## config.mk

```make
export PLATFORM = sky130hd
export DESIGN_NAME = wd128_cell
export DESIGN_NICKNAME = d
export VERILOG_FILES = /design/src/sv/wd128_pkg.sv /design/src/sv/wd128_cell.sv
export SDC_FILE = /design/constraint.sdc
export NUM_CORES = 1
export LEC_CHECK = 0
export BUFFER_PORTS_ARGS = -buffer_cell sky130_fd_sc_hd__buf_2
export CORE_MARGIN = 3
export CORE_UTILIZATION = 40
export CTS_CLUSTER_DIAMETER = 80
export DETAILED_ROUTE_END_ITERATION = 12
export PLACE_DENSITY = 0.78
export SETUP_SLACK_MARGIN = 0.3
export SYNTH_ARGS = -nofsm -noshare
export SYNTH_HDL_FRONTEND = slang
export SYNTH_SLANG_ARGS = --single-unit
```

## constraint.sdc

```tcl
create_clock -name clock -period 5 [get_ports clock]
set_clock_uncertainty 0.15 [all_clocks]
set_input_delay 1.5 -clock clock [delete_from_list [all_inputs] [get_ports clock]]
set_output_delay 1.5 -clock clock [all_outputs]
set_load 0.005 [all_outputs]
```

## src/sv/wd128_pkg.sv

```systemverilog
// shared types and constants for the 128-by-64 restoring divider
// no dependencies

package wd128_pkg;

   localparam int FIELD_BITS     = 64;
   localparam int WORD_BITS_DFLT = 64;

   // control flags that travel with a request through the cell chain
   typedef struct packed {
      logic valid;
      logic overflow;
      logic div_zero;
   } wd128_flags_type;

endpackage

```

## src/sv/wd128_cell.sv

```systemverilog
// one restoring-division cell: produces one quotient bit per request per cycle
// depends on wd128_pkg

module wd128_cell
   import wd128_pkg::*;
#(
   parameter int WORD_BITS = WORD_BITS_DFLT
) (
   input  logic                 clock,
   input  logic                 reset,
   input  wd128_flags_type      flags_i,
   input  logic [WORD_BITS-1:0] rem_i,
   input  logic [WORD_BITS-1:0] lq_i,
   input  logic [WORD_BITS-1:0] dv_i,
   output wd128_flags_type      flags_o,
   output logic [WORD_BITS-1:0] rem_o,
   output logic [WORD_BITS-1:0] lq_o,
   output logic [WORD_BITS-1:0] dv_o
);

   wd128_flags_type      flags_ff;
   logic [WORD_BITS-1:0] rem_ff, rem_in;
   logic [WORD_BITS-1:0] lq_ff, lq_in;
   logic [WORD_BITS-1:0] dv_ff;
   logic [WORD_BITS-1:0] shifted;
   logic [WORD_BITS:0]   diff;
   logic                 take;

   // partial remainder is {carry, shifted}; it stays below twice the divisor
   always_comb begin
      shifted = {rem_i[WORD_BITS-2:0], lq_i[WORD_BITS-1]};
      diff    = {rem_i[WORD_BITS-1], shifted} - {1'b0, dv_i};
      take    = ~diff[WORD_BITS];
      rem_in  = take ? diff[WORD_BITS-1:0] : shifted;
      // dividend bits leave at the top, quotient bits enter at the bottom
      lq_in   = {lq_i[WORD_BITS-2:0], take};
   end

   always_ff @(posedge clock) begin
      if (reset) begin
         flags_ff <= '0;
      end else begin
         flags_ff <= flags_i;
      end
   end

   always_ff @(posedge clock) begin
      rem_ff <= rem_in;
      lq_ff  <= lq_in;
      dv_ff  <= dv_i;
   end

   assign flags_o = flags_ff;
   assign rem_o   = rem_ff;
   assign lq_o    = lq_ff;
   assign dv_o    = dv_ff;

endmodule

```

# After elaboration in Yosys (flattened, before gate mapping)
# Index checks and enable logic that the tools add are counted.
# totals
in_bits	197
regBits	195
elab_cells	9
# classes
bitwise_logic	1
add_sub_neg	1
n_mux	1
# op_table
operator	n
subtractor 65 x 64 -> 65 bit	1
2-to-1 mux 64 bit	1
inverter 1 bit	1

# Depth between registers and ports, before layout
# depth
word_depth	2
mapped_depth	14
ltp_nobuf	13

# Worst setup path before layout
# OpenSTA, ideal clock, no wires.
# synth_timing
kind	input to register
startpoint	input port dv_i[26]
endpoint	register rem_ff[59], in the netlist rem_o[59]
setup_slack_ns	0.472
path_buffers	0
arrival_time_ns	4.254
path_stages	10
path_cell_list	inv_1 -> ha_1 -> a21o_1 -> or4b_1 -> or4b_4 -> a311o_1 -> a211oi_2 -> o21ai_1 -> mux2i_1 -> mux2_1
# synth_between
elab_chain_len	2
# synth_rtl
element	line_no	rtl
start: declaration	wd128_cell.sv:14	input logic [WORD_BITS-1:0] dv_i,
subtractor 65 x 64 -> 65 bit	wd128_cell.sv:32	diff = {rem_i[WORD_BITS-1], shifted} - {1'b0, dv_i};
2-to-1 mux 64 bit	wd128_cell.sv:34	rem_in = take ? diff[WORD_BITS-1:0] : shifted;
net rem_in[59]	wd128_cell.sv:22	logic [WORD_BITS-1:0] rem_ff, rem_in;
end signal: assignment	wd128_cell.sv:48	rem_ff <= rem_in;
end: declaration	wd128_cell.sv:22	
# The timed path passes the listed nets, and every way through them passes these cells.
# A chain may end at the register's enable or synchronous reset.

# Final worst setup path
# layout_timing
startpoint	input port dv_i[24]
endpoint	register rem_ff[59], in the netlist rem_o[59]
# Same word-level chain as after synthesis.

==> impl_metrics.toml <==
[yosys]
ys_async_sr_fraction_pct = 0
synth_ff_type = "dfxtp_1"
synth-seq-cells = 195
avgSynthCellArea_um2 = 9.522
syn_area_mm2 = 0.008960
synth_edf_count = 0
seq_area_frac_synth_pct = 43.57
syn_nets = 1203
synth_cells = 941
synth.distinct_cells = 71
ys_warn_count = 0

[setup_path]
startpoint = "dv_i[24]"
worstPathRequired_ns = 5.16
cp-end-kind = "flop"
path_buf_inv = 2
critical_path_depth = 12
critical_path_arrival_ns = 4.64
criticalPathCategory = "in -> reg"
cp_slowest_stage_delay_ns = 0.61
crit_chain = "buf_2 -> inv_1 -> ha_1 -> a21oi_2 -> nor2_1 -> or4b_1 -> or4b_4 -> a311o_1 -> a211oi_2 -> o21ai_1 -> mux2i_1 -> mux2_1"
crit_end = "rem_o[59]$_DFF_P_"
crit_fanout = 5
crit_path_start_kind = "primary input"
slowest_stage = "or4b_4"
critPathTopFamily = "simple AND/OR/NAND/NOR gates"

[place]
portBuffers = 391
hpwl_um = 22200
placedCellCount = 1596
place_congestion = 0.9273

[routing]
drt-pass1-iter-count = 4
vias = 8272
drc_errors = 0
dr.first_iter.drc_count = 486
drt-wirelength-per-cell_um = 16.53
ant_nets = 0
vias_per_cell = 5.081
wirelength_um = 26920

[global_routing]
use_met1_pct = 25.54
use_met2_pct = 36.62
grt_max_degree = 35
grt_busiest_layer = "met2"
antenna_found_initial = 3
gr-total-overflow = 0
grt_pass1_vias = 8087
grt_use_total_pct = 20.91
met3_usage_pct = 5.548
grt_pass1_wl_um = 40940

[sta]
rsz0062_at_grt = "false"
relSlewSlack_pct = 41.72
fmax_mhz = 223.6
final-hold-violation-count = 0
slew_viol_final = 0
worst_slew_pin_slew_ns = 0.8662
finalSetupTns_ns = 0
setup_violations = 0
min_period_over_period_pct = 89.44
period_needed_ns = 4.472
holdWs_ns = 1.005

[floorplan]
dieArea_mm2 = 0.02423
die_w_um = 155.7
core_area_mm2 = 0.02189
row_count = 54
start_util_pct = 40.93
io_pins = 392
die_y_um = 155.7

[cts]
clock-sinks = 195
ctsResizeCount = 0
cts_setup_buffers = 0
cts_root_buffer = "clkbuf_16"
h-tree-depth = 4
cts_tree = "done"
cts_made_buffers = 17
clkTransAtPathRegs_ns = 0.08
ctsHoldBuffers = 0
clk_path_buf_depth = 2

[power_and_ir_drop]
p_int_uw = 2958
p_clk_share_pct = 33.3
p_seq_share_pct = 41.5
swShare_pct = 31.20
power_density_mw_per_mm2 = 360.8
pwr-share-comb_pct = 25.3
ir_drop_v = 0.0002838
p_leak_uw = 0.005990
p_switching_uw = 1341

[finish]
drive_gt1_share_pct = 33.98
fin_nets = 1597
antenna_cells = 0
layout.cells.non_filler = 1628
syn_to_final_growth_pct = 33.00

[flow_run]
max_cap_viol_count = 0

[worst_hold_path]
hold_class = "in -> reg"

[run_status]
outcome = "completed"
flip-flops by register name, summed over array words and instances (netlist names):
name	flops
rem_o	64
lq_o	64
flags_o	3
dv_o	64
worst min path at each step:
stage / startpoint / endpoint / slack (ns) / cells past startpoint
6_report: lq_i[55] / lq_o[56]$_DFF_P_ / 1.01 / 1
3_3_place_gp: lq_i[43] / lq_o[44]$_DFF_P_ / 1.45 / 1
4_1_cts: lq_i[18] / lq_o[19]$_DFF_P_ / 0.98 / 1
3_5_place_dp: lq_i[59] / lq_o[60]$_DFF_P_ / 1.45 / 1
2_1_floorplan: dv_i[0] / dv_o[0]$_DFF_P_ / 1.38 / 0
5_1_grt: lq_i[7] / lq_o[8]$_DFF_P_ / 0.97 / 1
power by group through the flow:
stage          logic, uW  registers [uW]  clock network, uW
6_report            1090            1780               1430
5_1_grt             1190            1800               1530
4_1_cts             1090            1780               1470
3_5_place_dp        1090            1820                  0
3_3_place_gp        1070            1820                  0
2_1_floorplan        587            1850                  0
metrics by stage:
stage	util [%]	area [um^2]	power [uW]	setup WS (ns)
after CTS	54.44	11920	4346	0.5486
after detailed placement	51.55	11280	2904	0.1074
after global routing	54.44	11920	4526	0.4172
after floorplan	-	8960	2435	0.4724
after global placement	51.55	11280	2883	0.1831
final	54.44	11920	4299	0.5282
cell usage after synthesis, types with 5 or more instances:
cell,n,area share [%]
nand2_1,63,2.6
o21ai_0,21,1.2
a31oi_1,7,0.49
nand2b_1,8,0.56
o21bai_1,15,1.3
a311oi_1,5,0.49
ha_1,64,8.9
o31ai_1,5,0.42
mux2i_1,6,0.67
xnor2_1,34,3.3
o21ai_1,16,0.89
inv_1,87,3.6
nand3_1,10,0.56
mux2_2,7,0.88
xor2_1,23,2.2
a21oi_1,80,4.5
dfxtp_1,195,44
clkbuf_1,26,1.1
buf_2,6,0.34
nor2b_1,14,0.98
and3_1,8,0.56
and2_1,5,0.35
a21o_1,31,2.6
o21a_1,6,0.50
mux2_1,49,6.2
a211oi_1,5,0.42
nor2_1,41,1.7
nand4_1,22,1.5
nor3_1,9,0.50
layer usage:
| metal | share of wire (%) | up-vias |
|---|---|---|
| li1 | - | 4087 |
| met1 | 41 | 3811 |
| met2 | 49 | 335 |
| met3 | 7.7 | 33 |
| met4 | 1.8 | 6 |
| met5 | 0.15 | - |
kinds of logic after synthesis:
group | Yosys count | share of synthesized area, %
xor gates and xnor gates | 57 | 5.572
adders and majority gates | 65 | 9.161
buffers and inverters | 121 | 5.195
AOI/OAI and AO/OA | 237 | 17.20
DFF | 195 | 43.57
muxes | 63 | 7.876
and+or+nand+nor | 203 | 11.42
cell usage in the layout (no fill, tap or decap), types with 5 or more instances in the layout:
master	n
nor2b_1	14
o21ai_0	21
dfxtp_1	195
buf_4	15
nand3_1	10
mux2_1	49
a31oi_1	7
inv_1	87
o31ai_1	5
a311oi_1	5
a21oi_1	80
nor2_1	41
buf_2	391
nor3_1	9
mux2_2	7
a211oi_1	5
xor2_1	23
clkbuf_16	17
o21bai_1	15
xnor2_1	34
nand2_1	63
o21a_1	6
clkinv_8	6
nand4_1	22
and2_1	5
mux2i_1	6
a21o_1	31
o21ai_1	16
and3_1	8
nand2b_1	8
ha_1	64
cell type report:
type / instances / area, um^2
fill: 2040 / 9975
tap: 280 / 350.3
inverter: 88 / 330.3
clock buffer: 18 / 439.2
sequential: 195 / 3904
multi-input combinational: 625 / 4591
timing repair buffer: 408 / 2110
clock inverter: 14 / 192.7
No activity file was read; power rests on OpenSTA's default activity.
